File: config.mk
export PLATFORM = sky130hd
export DESIGN_NAME = jmsv_gain
export DESIGN_NICKNAME = d
export VERILOG_FILES = /design/src/rtl/jmsv_pkg.sv /design/src/rtl/jmsv_gain.sv
export SDC_FILE = /design/constraint.sdc
export NUM_CORES = 2
export LEC_CHECK = 0
export BUFFER_PORTS_ARGS = -buffer_cell sky130_fd_sc_hd__buf_2
export CAP_MARGIN = 20
export CORE_ASPECT_RATIO = 0.8
export CORE_MARGIN = 2
export CORE_UTILIZATION = 45
export DETAILED_ROUTE_END_ITERATION = 12
export PLACE_DENSITY_LB_ADDON = 0.12
export SYNTH_ARGS = -nofsm -noshare
export SYNTH_HDL_FRONTEND = slang
export SYNTH_SLANG_ARGS = --single-unit
File: constraint.sdc
create_clock -name clk -period 16.6 [get_ports clk]
set_input_delay 0.83 -clock clk [delete_from_list [all_inputs] [get_ports clk]]
set_output_delay 0.83 -clock clk [all_outputs]
set_load 0.01 [all_outputs]
File: src/rtl/jmsv_pkg.sv
// Package for the synchronized joint velocity block.
// Holds widths, register indices and reset values, the per-joint divider lane type and the stage type; no dependencies.
package jmsv_pkg;

  localparam int NUM_JOINTS = 6;
  localparam int ANG_W      = 16;
  localparam int DIFF_W     = 17;
  localparam int ABS_W      = 16;
  localparam int GAIN_W     = 32;
  localparam int NUM_W      = 48;
  localparam int FRAC_SH    = 14;
  localparam int REM_W      = NUM_W - FRAC_SH;
  localparam int QUO_W      = 19;
  localparam int VEL_W      = 17;
  localparam int CFG_IDX_W  = 8;
  localparam int CFG_DAT_W  = 16;
  localparam int THR_W      = 15;

  localparam logic [CFG_IDX_W-1:0] REG_TOP_SPEED    = CFG_IDX_W'(0);
  localparam logic [CFG_IDX_W-1:0] REG_ACCEL_FACTOR = CFG_IDX_W'(1);
  localparam logic [CFG_IDX_W-1:0] REG_ARRIVE_THR   = CFG_IDX_W'(2);
  localparam logic [CFG_IDX_W-1:0] REG_VEL_SCALE    = CFG_IDX_W'(3);

  localparam logic [15:0]      RST_TOP_SPEED    = 16'd2048;
  localparam logic [15:0]      RST_ACCEL_FACTOR = 16'd16384;
  localparam logic [THR_W-1:0] RST_ARRIVE_THR   = 15'd123;
  localparam logic [15:0]      RST_VEL_SCALE    = 16'd15279;

  typedef struct packed {
    logic [REM_W-1:0] rem;
    logic [QUO_W-1:0] quo;
    logic             neg;
  } lane_t;

  typedef struct packed {
    logic                  valid;
    logic                  arrived;
    logic [ABS_W-1:0]      m;
    lane_t [NUM_JOINTS-1:0] lane;
  } div_stage_t;

endpackage

File: src/rtl/jmsv_gain.sv
// Gain pipeline: top_speed * accel_factor * velocity_scale, shifted down 16 bits with rounding.
// Depends on jmsv_pkg.
module jmsv_gain (
  input  logic                          clk,
  input  logic [15:0]                   top_speed,
  input  logic [15:0]                   accel_factor,
  input  logic [15:0]                   velocity_scale,
  output logic [jmsv_pkg::GAIN_W-1:0]   gain
);
  logic [31:0] prod_r;
  logic [jmsv_pkg::GAIN_W-1:0] gain_r;
  logic [48:0] full;

  assign full = 49'(prod_r) * 49'(velocity_scale) + 49'(32768);

  always_ff @(posedge clk) begin
    prod_r <= 32'(top_speed) * 32'(accel_factor);
    gain_r <= full[16 +: jmsv_pkg::GAIN_W];
  end

  assign gain = gain_r;
endmodule

==> flow_summary.html <==
<table>
<tr><th>Metric</th><th>Value</th></tr>
<tr><th colspan="2">CTS</th></tr>
<tr><td>Root buffer cell</td><td>sky130_fd_sc_hd__clkbuf_16</td></tr>
<tr><td>Maximum level of the CTS H-tree</td><td>3</td></tr>
<tr><td>Worst-case clock buffer depth</td><td>2</td></tr>
<tr><td>Post-cts gate resize count</td><td>0</td></tr>
<tr><td>Clock insertion delay at the later pin of the skew report</td><td>0.37 ns</td></tr>
<tr><td>Num Clock Sinks</td><td>64</td></tr>
<tr><td>Clock edge transition at the registers on the reported setup and hold paths</td><td>about 0.070 ns</td></tr>
<tr><td>Number of hold buffers added after CTS</td><td>0</td></tr>
<tr><td>CTS buffer count</td><td>9</td></tr>
<tr><td>Number of buffers added for setup after CTS</td><td>0</td></tr>
<tr><td>TritonCTS clock tree</td><td>built</td></tr>
<tr><th colspan="2">GRT</th></tr>
<tr><td>Global routing usage summed across all routing layers</td><td>0.238</td></tr>
<tr><td>Largest net degree at the start of global routing</td><td>33</td></tr>
<tr><td>Sum of overflow across all layers after global routing</td><td>0</td></tr>
<tr><td>Initial antenna violation count</td><td>1</td></tr>
<tr><td>Wire length of the first global-routing pass</td><td>111000 um</td></tr>
<tr><td>Number of global-route vias before repair</td><td>20.5k</td></tr>
<tr><th colspan="2">STA</th></tr>
<tr><td>Min Clock Period, post-route</td><td>7.52 ns</td></tr>
<tr><td>Timing-limited maximum frequency</td><td>133 MHz</td></tr>
<tr><td>Setup-failing EPs final</td><td>0</td></tr>
<tr><td>Final hold vios</td><td>0</td></tr>
<tr><td>Setup clock skew after layout</td><td>0.0194 ns</td></tr>
<tr><td>Transition time at the pin with the least slew margin</td><td>~1.1 ns</td></tr>
<tr><td>Slew margin rel.</td><td>0.263</td></tr>
<tr><td>Count of pins over their slew limit</td><td>0</td></tr>
<tr><td>Post-route fraction of the period consumed by the critical path</td><td>0.453</td></tr>
<tr><td>Unrepaired setup endpoints after global routing</td><td>false</td></tr>
<tr><td>Setup total negative slack</td><td>0 ns</td></tr>
<tr><th colspan="2">Yosys</th></tr>
<tr><td>Most common cell in the synthesized netlist</td><td>sky130_fd_sc_hd__inv_1</td></tr>
<tr><td>Sequential-to-total area share from yosys stat</td><td>0.0491</td></tr>
<tr><td>Number of distinct standard cells referenced by the synthesized netlist</td><td>62</td></tr>
<tr><td>Most used standard cells in the synthesized netlist</td><td>sky130_fd_sc_hd__inv_1, sky130_fd_sc_hd__fa_1, sky130_fd_sc_hd__nand2_1, sky130_fd_sc_hd__and2_1, sky130_fd_sc_hd__ha_1</td></tr>
<tr><td>Register bit total from synthesis</td><td>64</td></tr>
<tr><td>Cell types with the largest area share after synthesis</td><td>sky130_fd_sc_hd__fa_1, sky130_fd_sc_hd__ha_1, sky130_fd_sc_hd__inv_1</td></tr>
<tr><td>Mapped Nets</td><td>between 3k and 4k</td></tr>
<tr><td>Dominant cell type by area after synthesis</td><td>sky130_fd_sc_hd__fa_1</td></tr>
<tr><td>Count of mapped cells out of synthesis</td><td>2953</td></tr>
<tr><td>Mapped cell area</td><td>0.0261 mm^2</td></tr>
<tr><td>Area share of the largest cell type after synthesis</td><td>0.469</td></tr>
<tr><td>Most used flip-flop cell after synthesis</td><td>sky130_fd_sc_hd__dfxtp_1</td></tr>
<tr><td>Async set-or-reset flop fraction in the synthesized netlist</td><td>0</td></tr>
<tr><td>Number of enable flip-flop cells after synthesis</td><td>0</td></tr>
<tr><td>Synthesis Warnings</td><td>0</td></tr>
<tr><td>Syn Area/Cell</td><td>8.83 um^2</td></tr>
<tr><th colspan="2">Critical path</th></tr>
<tr><td>Crit Path Max Fanout</td><td>32</td></tr>
<tr><td>Reg2Reg Launch Point</td><td>prod_r[30]$_DFF_P_</td></tr>
<tr><td>Startpoint-to-endpoint class of the critical path</td><td>in -&gt; reg</td></tr>
<tr><td>Required time of the critical path</td><td>16.89 ns</td></tr>
<tr><td>Worst EP arrival</td><td>7.81 ns</td></tr>
<tr><td>Crit. End Element</td><td>flop</td></tr>
<tr><td>Crit start category</td><td>input pin</td></tr>
<tr><td>Critical path startpoint</td><td>velocity_scale[1]</td></tr>
<tr><th colspan="2">Routing</th></tr>
<tr><td>Detailed Route WL</td><td>66900 um</td></tr>
<tr><td>Count of TritonRoute iterations in the first routing pass</td><td>6</td></tr>
<tr><td>Total vias in the final route</td><td>18.8k</td></tr>
<tr><td>DRC viols</td><td>0</td></tr>
<tr><td>Vias per inst</td><td>5.08</td></tr>
<tr><td>Post-detailed-route count of antenna-violating nets</td><td>0</td></tr>
<tr><td>Final routed wire length divided by cell count</td><td>18.1 um</td></tr>
<tr><td>Detailed router's first-iteration violation count</td><td>1079</td></tr>
<tr><th colspan="2">Floorplanning</th></tr>
<tr><td>Horizontal die dimension</td><td>273 um</td></tr>
<tr><td>DIE HEIGHT</td><td>around 220 um</td></tr>
<tr><td>Total number of placement rows</td><td>between 70 and 80</td></tr>
<tr><td>I/O Pins</td><td>81</td></tr>
<tr><td>Area of the die</td><td>0.0599 mm^2</td></tr>
<tr><td>Starting utilization of the core area</td><td>0.458</td></tr>
<tr><td>Std-Cell Core Area</td><td>around 0.057 mm^2</td></tr>
<tr><th colspan="2">Worst hold path</th></tr>
<tr><td>Worst min-delay path category</td><td>in -&gt; reg</td></tr>
<tr><td>Hold path start</td><td>accel_factor[0]</td></tr>
<tr><th colspan="2">Place</th></tr>
<tr><td>Final weighted congestion of routability-driven global placement</td><td>~0.85</td></tr>
<tr><td>Post-placement cell count</td><td>between 3k and 4k</td></tr>
<tr><td>PortBufs</td><td>80</td></tr>
<tr><td>Detailed placement HPWL</td><td>52900 um</td></tr>
<tr><th colspan="2">Job</th></tr>
<tr><td>Number of max-capacitance violations reported</td><td>0</td></tr>
<tr><th colspan="2">Layout</th></tr>
<tr><td>Total Nets Final</td><td>between 3k and 4k</td></tr>
<tr><td>Area grow syn2layout</td><td>4.74%</td></tr>
<tr><td>Final cell count without fillers</td><td>about 3.7k</td></tr>
<tr><td>Layout cell share with drive strength beyond 1</td><td>0.0378</td></tr>
<tr><th colspan="2">Status</th></tr>
<tr><td>Result of the run</td><td>completed</td></tr>
</table>
-- worst paths after layout --
kind,endpoint,slack [ns],cells after the start
max,gain[30]$_DFF_P_,9.08,24
min,prod_r[0]$_DFF_P_,0.99,2
max reg2reg,gain[30]$_DFF_P_,9.28,23
min reg2reg,gain[2]$_DFF_P_,1.59,5
-- placed cells by master, fill, tap and decap left out, types with 5 or more instances in the layout --
master                      netlist  layout
sky130_fd_sc_hd__inv_1          766     766
sky130_fd_sc_hd__fa_1           611     611
sky130_fd_sc_hd__nand2_1        460     460
sky130_fd_sc_hd__and2_1         341     341
sky130_fd_sc_hd__ha_1           249     249
sky130_fd_sc_hd__buf_2            1      80
sky130_fd_sc_hd__dfxtp_1         64      64
sky130_fd_sc_hd__a21oi_1         59      59
sky130_fd_sc_hd__nor2_1          40      40
sky130_fd_sc_hd__xnor2_1         34      34
sky130_fd_sc_hd__o21ai_0         32      32
sky130_fd_sc_hd__a21o_1          26      26
sky130_fd_sc_hd__xor2_1          21      21
sky130_fd_sc_hd__o21a_1          14      14
sky130_fd_sc_hd__nand2b_1        10      10
sky130_fd_sc_hd__o21bai_1         9       9
sky130_fd_sc_hd__clkbuf_16        0       9
sky130_fd_sc_hd__o21ai_1          8       8
sky130_fd_sc_hd__nor3_1           7       7
sky130_fd_sc_hd__nor2b_1          7       7
sky130_fd_sc_hd__nand4_1          6       6
sky130_fd_sc_hd__and3_1           5       5
sky130_fd_sc_hd__nand3_1          5       5
-- per-stage QoR --
step                      setup WS, ns  utilization  area [um^2]  hold slack [ns]
final                             9.08        0.479        27300            0.987
after global routing              8.74        0.479        27300            0.982
after CTS                         9.24        0.479        27300            0.971
after detailed placement          8.85        0.474        27000             1.22
after global placement            8.22        0.474        27000             1.22
after floorplan                  10.28            -        26100            0.952
-- kinds of logic (layout without fill, tap and decap cells) --
logic type,count (synthesis),count (layout),synth area share
simple gates,902,902,0.169
buf+inv,882,863,0.127
fa+ha+maj,860,860,0.589
compound gates,188,188,0.0470
flops,64,64,0.0491
xor+xnor,55,55,0.0185
mux,2,2,0.000768
other cells,0,1,0
-- sequential cells by signal (all words and copies together), names as in the netlist --
| register | flops |
|---|---|
| gain | 32 |
| prod_r | 32 |
-- metal layers --
layer / vias to the layer above / routed length [um] / global-route usage / part of all wire
met5: - / 0 / 0 / 0
met4: 0 / 1030 / 0.0486 / 0.015
met3: 70 / 4880 / 0.0499 / 0.073
met2: 537 / 30000 / 0.371 / 0.45
met1: 9664 / 31000 / 0.344 / 0.46
li1: 8499 / - / - / -
-- area by class of cell --
| cell class | count | area (um^2) |
|---|---|---|
| clock buffers | 11 | 233 |
| inverters | 766 | 2880 |
| multi-input cells | 2007 | 21500 |
| diodes | 1 | 2.50 |
| well taps | 760 | 951 |
| clock inverters | 4 | 70.1 |
| repair buffers | 82 | 415 |
| flip-flops and latches | 64 | 1280 |
| fillers | 5578 | 29700 |
-- critical path: stages --
cell	delay, ns
sky130_fd_sc_hd__buf_2	0.59
sky130_fd_sc_hd__nand2_1	0.31
sky130_fd_sc_hd__fa_1	0.61
sky130_fd_sc_hd__inv_1	0.06
sky130_fd_sc_hd__fa_1	0.53
sky130_fd_sc_hd__inv_1	0.06
sky130_fd_sc_hd__fa_1	0.50
sky130_fd_sc_hd__inv_1	0.06
sky130_fd_sc_hd__fa_1	0.44
sky130_fd_sc_hd__fa_1	0.51
sky130_fd_sc_hd__inv_1	0.05
sky130_fd_sc_hd__fa_1	0.47
sky130_fd_sc_hd__inv_1	0.04
sky130_fd_sc_hd__ha_1	0.33
sky130_fd_sc_hd__a21o_1	0.18
sky130_fd_sc_hd__a21o_1	0.17
sky130_fd_sc_hd__a21o_1	0.21
sky130_fd_sc_hd__nor3_1	0.47
sky130_fd_sc_hd__buf_4	0.28
sky130_fd_sc_hd__nand3_2	0.30
sky130_fd_sc_hd__a31oi_4	0.31
sky130_fd_sc_hd__o311ai_2	0.15
sky130_fd_sc_hd__a21oi_1	0.19
sky130_fd_sc_hd__xnor2_1	0.13
Power is left out: the tool's default activity adds up to more than one toggle a clock period on the data nets, which glitch-free logic cannot reach.
