## config.mk

```make
export PLATFORM = sky130hd
export DESIGN_NAME = jmsv_div_step
export DESIGN_NICKNAME = d
export VERILOG_FILES = /design/src/rtl/jmsv_pkg.sv /design/src/rtl/jmsv_div_step.sv
export SDC_FILE = /design/constraint.sdc
export NUM_CORES = 1
export LEC_CHECK = 0
export BUFFER_PORTS_ARGS = -buffer_cell sky130_fd_sc_hd__buf_2
export CELL_PAD_IN_SITES_DETAIL_PLACEMENT = 1
export CELL_PAD_IN_SITES_GLOBAL_PLACEMENT = 2
export CORE_AREA = 2 2 267 269
export DETAILED_ROUTE_END_ITERATION = 8
export DIE_AREA = 0 0 269 271
export PLACE_DENSITY = 0.73
export SYNTH_ARGS = -nofsm -noshare
export SYNTH_HDL_FRONTEND = slang
export SYNTH_SLANG_ARGS = --single-unit
```

## constraint.sdc

```tcl
create_clock -name clk -period 12.7 [get_ports clk]
set_clock_uncertainty 0.1 [all_clocks]
set_input_delay 2.54 -clock clk [delete_from_list [all_inputs] [get_ports clk]]
set_output_delay 2.54 -clock clk [all_outputs]
set_load 0.05 [all_outputs]
```

## src/rtl/jmsv_pkg.sv

```systemverilog
// Package for the synchronized joint velocity block.
// Holds widths, register indices and reset values, the per-joint divider lane type and the stage type; no dependencies.
package jmsv_pkg;

  localparam int NUM_JOINTS = 6;
  localparam int ANG_W      = 16;
  localparam int DIFF_W     = 17;
  localparam int ABS_W      = 16;
  localparam int GAIN_W     = 32;
  localparam int NUM_W      = 48;
  localparam int FRAC_SH    = 14;
  localparam int REM_W      = NUM_W - FRAC_SH;
  localparam int QUO_W      = 19;
  localparam int VEL_W      = 17;
  localparam int CFG_IDX_W  = 8;
  localparam int CFG_DAT_W  = 16;
  localparam int THR_W      = 15;

  localparam logic [CFG_IDX_W-1:0] REG_TOP_SPEED    = CFG_IDX_W'(0);
  localparam logic [CFG_IDX_W-1:0] REG_ACCEL_FACTOR = CFG_IDX_W'(1);
  localparam logic [CFG_IDX_W-1:0] REG_ARRIVE_THR   = CFG_IDX_W'(2);
  localparam logic [CFG_IDX_W-1:0] REG_VEL_SCALE    = CFG_IDX_W'(3);

  localparam logic [15:0]      RST_TOP_SPEED    = 16'd2048;
  localparam logic [15:0]      RST_ACCEL_FACTOR = 16'd16384;
  localparam logic [THR_W-1:0] RST_ARRIVE_THR   = 15'd123;
  localparam logic [15:0]      RST_VEL_SCALE    = 16'd15279;

  typedef struct packed {
    logic [REM_W-1:0] rem;
    logic [QUO_W-1:0] quo;
    logic             neg;
  } lane_t;

  typedef struct packed {
    logic                  valid;
    logic                  arrived;
    logic [ABS_W-1:0]      m;
    lane_t [NUM_JOINTS-1:0] lane;
  } div_stage_t;

endpackage

```

## src/rtl/jmsv_div_step.sv

```systemverilog
// One restoring division step for all joint lanes, registered.
// Depends on jmsv_pkg.
module jmsv_div_step #(
  parameter int BIT = 0
) (
  input  logic                    clk,
  input  logic                    rst_n,
  input  logic                    en,
  input  jmsv_pkg::div_stage_t    stage_in,
  output jmsv_pkg::div_stage_t    stage_out
);
  jmsv_pkg::div_stage_t stage_r, stage_nxt;
  logic [jmsv_pkg::REM_W-1:0] dsh;

  assign dsh = jmsv_pkg::REM_W'(stage_in.m) << BIT;

  always_comb begin
    stage_nxt = stage_in;
    for (int i = 0; i < jmsv_pkg::NUM_JOINTS; i++) begin
      if (stage_in.lane[i].rem >= dsh) begin
        stage_nxt.lane[i].rem      = stage_in.lane[i].rem - dsh;
        stage_nxt.lane[i].quo[BIT] = 1'b1;
      end
    end
  end

  always_ff @(posedge clk) begin
    if (!rst_n) begin
      stage_r.valid <= 1'b0;
    end else if (en) begin
      stage_r <= stage_nxt;
    end
  end

  assign stage_out = stage_r;
endmodule

```

==> results of run 1 <==
==> critical path, delay by kind of cell <==
kind / cells / cell delay (ps)
AOI/OAI and AO/OA: 4 / 1900
xor gates and xnor gates: 1 / 200
adders and majority gates: 2 / 670
buffers and inverters: 2 / 350
and+or+nand+nor: 2 / 320
==> cell usage in the layout (no fill, tap or decap), types with 10 or more instances in the layout <==
cell type / instances
sky130_fd_sc_hd__nand2_1: 122
sky130_fd_sc_hd__o21ai_1: 12
sky130_fd_sc_hd__or2_2: 13
sky130_fd_sc_hd__o21bai_1: 10
sky130_fd_sc_hd__a21oi_1: 97
sky130_fd_sc_hd__inv_1: 46
sky130_fd_sc_hd__nor2b_1: 13
sky130_fd_sc_hd__o21a_1: 11
sky130_fd_sc_hd__a211oi_1: 12
sky130_fd_sc_hd__clkbuf_16: 43
sky130_fd_sc_hd__ha_1: 96
sky130_fd_sc_hd__or3_1: 37
sky130_fd_sc_hd__buf_2: 686
sky130_fd_sc_hd__xor2_1: 123
sky130_fd_sc_hd__xnor2_1: 59
sky130_fd_sc_hd__nand2b_1: 18
sky130_fd_sc_hd__nor4_1: 43
sky130_fd_sc_hd__nor3_1: 61
sky130_fd_sc_hd__edfxtp_1: 341
sky130_fd_sc_hd__o21ai_0: 83
sky130_fd_sc_hd__nor2_1: 120
sky130_fd_sc_hd__diode_2: 13
sky130_fd_sc_hd__nand3_1: 29
sky130_fd_sc_hd__nor4b_1: 11
sky130_fd_sc_hd__a21o_1: 37
sky130_fd_sc_hd__nand4_1: 18
==> cells by family after synthesis <==
family,count (synthesis)
xor gates and xnor gates,182
buffers and inverters,91
DFF,342
AOI/OAI and AO/OA,360
muxes,15
and+or+nand+nor,546
adders and majority gates,102
==> where the power goes <==
part | leakage, nW | internal (W) | switching [W] | total (W)
registers | 3.22 | 0.00136 | 0.0000242 | 0.00138
logic | 6.22 | 0.000247 | 0.000657 | 0.000903
clock network | 0.656 | 0.000673 | 0.000519 | 0.00119
==> metrics by stage <==
step,setup slack (ps),hold WS (ps),instances,utilization,total power [W]
2_1_floorplan,1630,643,1638,-,0.00203
3_3_place_gp,6320,407,3228,0.337,0.00230
3_5_place_dp,6300,461,3228,0.337,0.00232
4_1_cts,6920,454,3308,0.356,0.00353
5_1_grt,6540,495,3320,0.357,0.00363
6_report,6910,445,3321,0.357,0.00348
==> final timing paths <==
path / end / depth (start not counted)
worst max-delay path: stage_out[149] / 11
worst min-delay path: stage_out[341] / 2
worst max register to register: stage_out[341] / 2
worst min register to register: stage_out[341] / 2
==> metal layers <==
layer / vias up / routed length [um] / track usage
li1: 7629 / - / -
met1: 7913 / 29000 / 0.225
met2: 519 / 39100 / 0.365
met3: 145 / 5970 / 0.0593
met4: 24 / 2640 / 0.0711
met5: - / 155 / 0
==> layout make-up <==
| cell class | count | area share |
|---|---|---|
| Clock inverter | 28 | 0.00949 |
| Antenna cell | 13 | 0.00131 |
| Sequential cell | 342 | 0.412 |
| Tap cell | 940 | 0.0472 |
| Inverter | 46 | 0.00693 |
| Multi-Input combinational cell | 1205 | 0.337 |
| Timing Repair Buffer | 695 | 0.142 |
| Clock buffer | 52 | 0.0446 |
==> synthesized netlist by cell type (9+ instances only) <==
| master | n |
|---|---|
| sky130_fd_sc_hd__edfxtp_1 | 341 |
| sky130_fd_sc_hd__xor2_1 | 123 |
| sky130_fd_sc_hd__nand2_1 | 122 |
| sky130_fd_sc_hd__nor2_1 | 121 |
| sky130_fd_sc_hd__a21oi_1 | 97 |
| sky130_fd_sc_hd__ha_1 | 96 |
| sky130_fd_sc_hd__o21ai_0 | 83 |
| sky130_fd_sc_hd__nor3_1 | 61 |
| sky130_fd_sc_hd__xnor2_1 | 59 |
| sky130_fd_sc_hd__inv_1 | 46 |
| sky130_fd_sc_hd__nor4_1 | 43 |
| sky130_fd_sc_hd__a21o_1 | 37 |
| sky130_fd_sc_hd__or3_1 | 37 |
| sky130_fd_sc_hd__nand3_1 | 29 |
| sky130_fd_sc_hd__clkbuf_1 | 24 |
| sky130_fd_sc_hd__nand2b_1 | 18 |
| sky130_fd_sc_hd__nand4_1 | 18 |
| sky130_fd_sc_hd__nor2b_1 | 13 |
| sky130_fd_sc_hd__or2_2 | 13 |
| sky130_fd_sc_hd__a211oi_1 | 12 |
| sky130_fd_sc_hd__o21ai_1 | 12 |
| sky130_fd_sc_hd__nor4b_1 | 11 |
| sky130_fd_sc_hd__o21a_1 | 11 |
| sky130_fd_sc_hd__o21bai_1 | 10 |
| sky130_fd_sc_hd__a31oi_1 | 9 |
| sky130_fd_sc_hd__mux2_2 | 9 |
| sky130_fd_sc_hd__o31ai_1 | 9 |
| sky130_fd_sc_hd__or4_1 | 9 |
==> summary by stage, run 1 <==
GRT
The initial antenna violation count is 32. The via count of the first global-routing pass was 17.1k. The first global-routing pass estimated 110000 um of wire. Global routing finished with a remaining overflow of 0. The total track usage is 0.203. Entering global routing, the biggest net connects 157 pins.

Outcome
The flow ran to the end, and the final reports show no timing, DRC or antenna violations.

Clock tree
Counting along the longest clock path gives a buffer depth of 3. The post-CTS clock slew at the launch and capture registers of the worst setup and hold paths is 60 ps. The number of buffers inserted by post-CTS setup repair is 0. The insertion delay of the later-clocked pin in the worst-skew pair is 560 ps.

The total of cells resized after clock tree synthesis is 0. The TritonCTS buffer count is 43. The tree built by TritonCTS fans out to 342 sinks. The number of levels the H-tree was split into is 2. The CTS tree is done. The number of hold buffers added after CTS was 0.

Clock tree synthesis selected as its root buffer the cell sky130_fd_sc_hd__clkbuf_16.

Timing
Setup repair after global routing left no endpoint under its margin. At the pin with the least slew margin, the transition time is 1150 ps. The final number of max-transition violations is 0. The fraction of the cycle the final worst path needs is 0.456. The worst max-slew margin expressed relative to the limit is 0.230. The number of endpoints failing setup at the final stage is 0. The maximum clock rate is 173 MHz.

The clock period could shrink to 5790 ps. The setup TNS after final layout is 0 ps. The number of hold-slack violations in the final timing report is 0.

Setup path
In this run the worst path has a maximum fanout of 27. The critical-path cell with the highest stage delay is sky130_fd_sc_hd__o31a_1. The data required time at the worst endpoint is 12910 ps.

The register-to-register setup slack is 11980 ps. The critical path goes through buf_2 > ha_1 > inv_1 > fa_1 > a211o_1 > a2111oi_2 > nor4b_2 > a21oi_1 > o31a_1 > nor4_1 > xor2_1. The critical path starts at stage_in[324]. For the worst setup path, the data arrival time is 6000 ps.

The element type at the critical path end is a flip-flop. In this run the critical register-to-register path is launched from stage_out[341]. On the worst path, the slowest cell contributes a delay of 930 ps.

The worst setup path is of the primary input to flip-flop kind. The kind of launch point of the worst setup path is a primary input.

Routing
Summed over all layers, the routed wires come to 76800 um. The post-detailed-route wirelength per cell is 23.1 um. The number of antenna-violating nets in the routed design is 0.

For this run, design rule violations remaining after detail routing come to 0. The final route contains 16.2k vias. The number of DRC violations after detailed-routing iteration 0 is 842.

The via density per instance is 4.89. The first TritonRoute pass finished after 5 iterations.

Floorplan
The floorplan step set the die width to 269 um. The initial utilization of the core area, before any placement, comes to 0.273. The die is 271 um tall.

The initialized floorplan defines 97 standard-cell rows. The floorplan die area is 72900 um^2. The placeable core region is 69800 um^2. The top-level port count is 687.

Cells and area
Across the whole layout, storage elements account for 10300 um^2. Relative to the synthesized area, the layout overhead comes to 30.5%. In the final layout, the multi-input gates occupy 8390 um^2. The fraction of layout instances using a drive strength above 1 is 0.345. The net count of the finished layout is 2780. With fillers left out, the area of the finished cells amounts to 24900 um^2. The flip-flop count of the largest register after layout is 342.

The layout has 8025 filler cells.

Power and ir drop
Dividing total power by cell area gives a power density of 140 nW/um^2. The reported leakage power is 10.1 nW. VDD sags by at most 0.0000906 V.

Place
The area after detailed placement is 23500 um^2. The final HPWL from detailed placement is 60800 um. The count of input and output buffers is 686. The weighted congestion at the end of routability-driven global placement is 0.872.

Yosys
The share of the synthesized netlist area taken by xor and xnor gates is 0.0835. Of all flip-flops after synthesis, the portion carrying an async set or reset was 0. The count of warnings emitted by yosys is 0. The prevailing post-synth register cell is sky130_fd_sc_hd__edfxtp_1.

After synthesis the netlist holds a flip-flop and latch count of 342. After synthesis, the cell types taking the most area are sky130_fd_sc_hd__edfxtp_1, sky130_fd_sc_hd__ha_1, sky130_fd_sc_hd__xor2_1. The largest family of logic cells by synthesized area is simple AND/OR/NAND/NOR gates. The number of unique standard cell types used by synthesis is 97. The post-synthesis adder-cell area fraction is 0.0692. The proportion of netlist area held by the largest area contributor is 0.537. The multiplexer fraction of the synthesized cell area is 0.00859. Of the synthesized area, sequential elements account for 0.538. When the netlist entered floorplanning its net count stood at 2085. The total standard cell area after synthesis is 19100 um^2. Of the total synthesized cell area, the portion taken by AND, OR, NAND and NOR gates is 0.152. The instance count of the mapped netlist is 1638. The synthesized area per cell is 11.6 um^2.

The largest area contributor in the netlist is sky130_fd_sc_hd__edfxtp_1. The area fraction in compound gates after synthesis is 0.126. The synthesized design contains 341 enable-type register cells.

Min path
In this run the most critical hold path is launched from stage_out[341]. The type of the most critical hold path is flip-flop to flip-flop.

Job
The count of maximum capacitance violations is 0.
Note: power is estimated with default switching activity, not from simulation.
==> inputs of run 2 (changes only) <==
Settings changed: ABC_AREA set to 1, CORE_AREA 2 2 267 269 to unset, CORE_ASPECT_RATIO set to 0.9, CORE_MARGIN set to 2, CORE_UTILIZATION set to 26, DIE_AREA 0 0 269 271 to unset, PLACE_DENSITY 0.73 to 0.77.
Clock period 12.7 ns to 5.15 ns, I/O delays scaled along.
==> run 2 against run 1 <==
  * Critical path depth increased by 4
  * First-iteration DRC count increased by 51%
  * Global-route usage increased by 2.0 points
  * Cell count increased by 44%
  * Sequential share of layout area decreased by 5.5 points
  * Largest power group unchanged
==> summary by stage, run 2 <==
Cells and area
The net count of the finished layout is 4034. Compared with the post-synthesis result, the final layout area differs by 28.1%. Across the whole layout, storage elements account for 10300 um^2. The flip-flop count of the largest register after layout is 342.

For this run, the number of standard cells in the final layout without fillers is 4769. Fill cells in the final layout number 10.6k. Of the cells placed in the final design, the portion with a size suffix greater than 1 is 0.237. Summing all multi-input logic gate instances after layout gives 10500 um^2. The most common cell after layout, fill and taps aside is sky130_fd_sc_hd__nand2_1. The library cells used most frequently in the layout, excluding fill and tap cells, are sky130_fd_sc_hd__nand2_1, sky130_fd_sc_hd__buf_2, sky130_fd_sc_hd__inv_1.

Floorplan
The initial standard-cell utilization of the core is 0.262. The floorplan die area is 88700 um^2. The floorplan step set the die width to 314 um. The standard-cell row count is 102.

The placeable core region is 85800 um^2. In this run the vertical extent of the chip is 283 um. Pin placement for this block handled 687 I/O pins.

Power and ir drop
The reported leakage power is 12.8 nW. The part of the total power dissipated in the clock network is 0.346. The largest vdd supply drop is 0.000177 V. The switching share of power is 0.358. In this run the power spent charging and discharging nets is 0.00325 W.

Power spread over the standard cell area amounts to 316 nW/um^2. The combinational group share of total power is 0.274. Cell internal power was estimated by the tool at 0.00583 W. Of the total power, registers draw 0.380.

Timing
Timing would allow up to 277 MHz. Adding up every negative setup slack in the final design gives 0 ps. The number of hold-slack violations in the final timing report came to 0. The fraction of the cycle the final worst path needs is 0.700. The worst max-slew margin expressed relative to the limit is 0.443.

The final number of max-transition violations was 0. Setup violations remaining at the end of the flow were counted as 0. The final critical-path required period is 3610 ps.

Setup repair after global routing left no endpoint under its margin. The slew of the pin with the lowest slew margin is 835 ps.

GRT
The global-route wire length before repair is 146000 um. For this run, the total global-route usage over all layers was measured as 0.222. Summed over all layers, the global routing overflow is 0. The via count of the first global-routing pass is 22.5k. The initial antenna violation count is 32. Entering global routing, the biggest net connects 116 pins.

Routing
The number of antenna-violating nets in the routed design is 0. The total vias in the final route is 22.1k. The first TritonRoute pass finished after 5 iterations. Dividing the detail-routed wire length by the instance count gives 21.4 um. The total DRC errors in the routed layout is 0.

After detailed routing, the total wire length is 102000 um. The number of DRC violations after detailed-routing iteration 0 is 1271. The via density per instance is 4.64.

Setup path
The kind of launch point of the worst setup path is a primary input. Grouping stages by cell kind, the critical path spends the most delay in simple AND/OR/NAND/NOR gates. The maximum single-stage delay on the critical path is 410 ps. The element type at the critical path end is a flip-flop. The instance count on the critical path is 15. The worst path buffer plus inverter count is 3. For this design, the slowest cell found on the critical path is sky130_fd_sc_hd__fa_1.

Walking the worst path, the cells encountered are buf_2 > ha_1 > inv_1 > fa_1 > nand2_1 > nand3_1 > nand3_1 > nand2_1 > nand2_1 > nand2_1 > nand2_1 > nand2_1 > nor2_4 > buf_4 > o21ai_1. At the worst endpoint, the required time is 5370 ps. Of all nets on the critical path, the largest fanout is 28. The number of cells on the worst reg-to-reg path is 2.

The type of the worst setup path is primary input to flip-flop. For flop-to-flop paths, the worst setup slack is 4430 ps. The endpoint of the worst register-to-register path is stage_out[341]. The cell type with the highest occurrence count on the critical path is sky130_fd_sc_hd__nand2_1. STA puts the critical path data arrival time at 3830 ps. The worst register-to-register path begins at stage_out[341].

Yosys
Synthesis produced a netlist with a net count of 3307. In the synthesized netlist the dominant register cell turns out to be sky130_fd_sc_hd__edfxtp_1. The cell area that synthesis handed to floorplanning was 22400 um^2. The largest area contributor in the netlist is sky130_fd_sc_hd__edfxtp_1. Counting instances in the post-synthesis netlist gives the leading cell types as sky130_fd_sc_hd__nand2_1, sky130_fd_sc_hd__inv_1, sky130_fd_sc_hd__edfxtp_1. Averaged over all synthesized cells, the footprint is 7.85 um^2.

The proportion of netlist area held by the largest area contributor is 0.456. The instance count of the mapped netlist is 2860. sky130_fd_sc_hd__nand2_1 is the most common cell in the netlist. During synthesis, Yosys emitted a total of 0 warnings. After synthesis the netlist holds a flip-flop and latch count of 342. The share of synthesized area occupied by flip-flops and latches is 0.457. The synthesized netlist contains 50 unique library cells.

Ranked by total cell area, the synthesized netlist is headed by sky130_fd_sc_hd__edfxtp_1, sky130_fd_sc_hd__nand2_1, sky130_fd_sc_hd__inv_1. The count of flip-flops with a built-in enable after synthesis is 341. The fraction of registers with async set/reset is 0.

Clock tree
The cell at the root of the clock tree is sky130_fd_sc_hd__clkbuf_16. The post-CTS clock slew at the launch and capture registers of the worst setup and hold paths is 60 ps. The number of levels the H-tree was split into is 2. The CTS tree is done. The total of cells resized after clock tree synthesis is 0.

The cts-stage hold buffer count is 0. The clock sink count is 342. The TritonCTS buffer count is 43.

The clock passes through at most 3 buffers. Buffers added to address setup during post-CTS repair amount to 0. The insertion delay of the later-clocked pin in the worst-skew pair is 580 ps.

Min path
The worst hold path begins at stage_out[341]. The path with the worst hold slack has its endpoint at stage_out[341]. The type of the most critical hold path is flip-flop to flip-flop.

The number of cells traversed by the worst hold path is 2.

Job
The count of maximum capacitance violations is 0.

Outcome
The run finished with clean final reports.

Place
The weighted congestion at the end of routability-driven global placement is 0.903. The number of placed instances with taps included is 4686. The final HPWL from detailed placement is 85400 um. The count of input and output buffers is 686.
-- run 2: cell types whose count changed after synthesis, sizes merged, moves of 52 or more --
cell,delta
xor2,-110
nor2,+194
nand4,+52
a21oi,+53
nand2,+816
nand3,+159
inv,+344
-- run 2: worst register-to-register path, stage by stage, from the launching register on --
cell and delay (ps):
sky130_fd_sc_hd__dfxtp_1 310, sky130_fd_sc_hd__o21ai_0 160, sky130_fd_sc_hd__a21oi_1 50
-- run 2: metrics by stage --
step / power, W / util / hold WS (ps) / area (um^2) / setup WS (ps)
after CTS: 0.00920 / 0.335 / 448 / 28700 / 1510
final: 0.00907 / 0.335 / 444 / 28800 / 1540
after floorplan: 0.00514 / - / 653 / 22500 / -1520
after detailed placement: 0.00601 / 0.319 / 434 / 27300 / 869
after global placement: 0.00600 / 0.319 / 426 / 27300 / 981
after global routing: 0.00946 / 0.335 / 479 / 28700 / 1280
-- run 2: power groups by stage --
stage               Sequential, W  Combinational, W  Clock (W)
detailed placement        0.00351           0.00250          0
floorplan                 0.00426          0.000887          0
global placement          0.00351           0.00249          0
global route              0.00347           0.00268    0.00332
finish                    0.00345           0.00249    0.00314
CTS                       0.00345           0.00251    0.00323
-- run 2: metal layers --
metal / global-route usage / routed length, um / share of wire
met5: 0 / 104 / 0.0010
met4: 0.0755 / 3600 / 0.035
met3: 0.0421 / 6020 / 0.059
met2: 0.376 / 47700 / 0.47
met1: 0.284 / 44400 / 0.44
-- run 2: worst max-delay path by stage --
stage / start / end / slack (ps)
2_1_floorplan: rst_n / stage_out[0] / -1520
3_3_place_gp: stage_in[324] / stage_out[85] / 980
3_5_place_dp: stage_in[324] / stage_out[88] / 870
4_1_cts: stage_in[324] / stage_out[88] / 1510
5_1_grt: stage_in[324] / stage_out[88] / 1280
6_report: stage_in[324] / stage_out[88] / 1540
-- run 2: kinds of logic (layout without fill, tap and decap cells) --
group / Yosys count / in the layout / synth area share
AOI/OAI and AO/OA: 292 / 292 / 0.0704
xor gates and xnor gates: 83 / 83 / 0.0324
adders and majority gates: 102 / 102 / 0.0589
buffers and inverters: 416 / 1174 / 0.0751
DFF: 342 / 342 / 0.457
other: 0 / 7 / 0
and+or+nand+nor: 1625 / 1625 / 0.306
-- run 2: cell type report --
| type | instances | area share |
|---|---|---|
| repair buffers | 707 | 0.126 |
| multi-input cells | 2102 | 0.366 |
| clock inverters | 26 | 0.0109 |
| inverters | 391 | 0.0515 |
| clock buffers | 50 | 0.0383 |
| well taps | 1144 | 0.0498 |
| flip-flops and latches | 342 | 0.357 |
| diodes | 7 | 0.000609 |
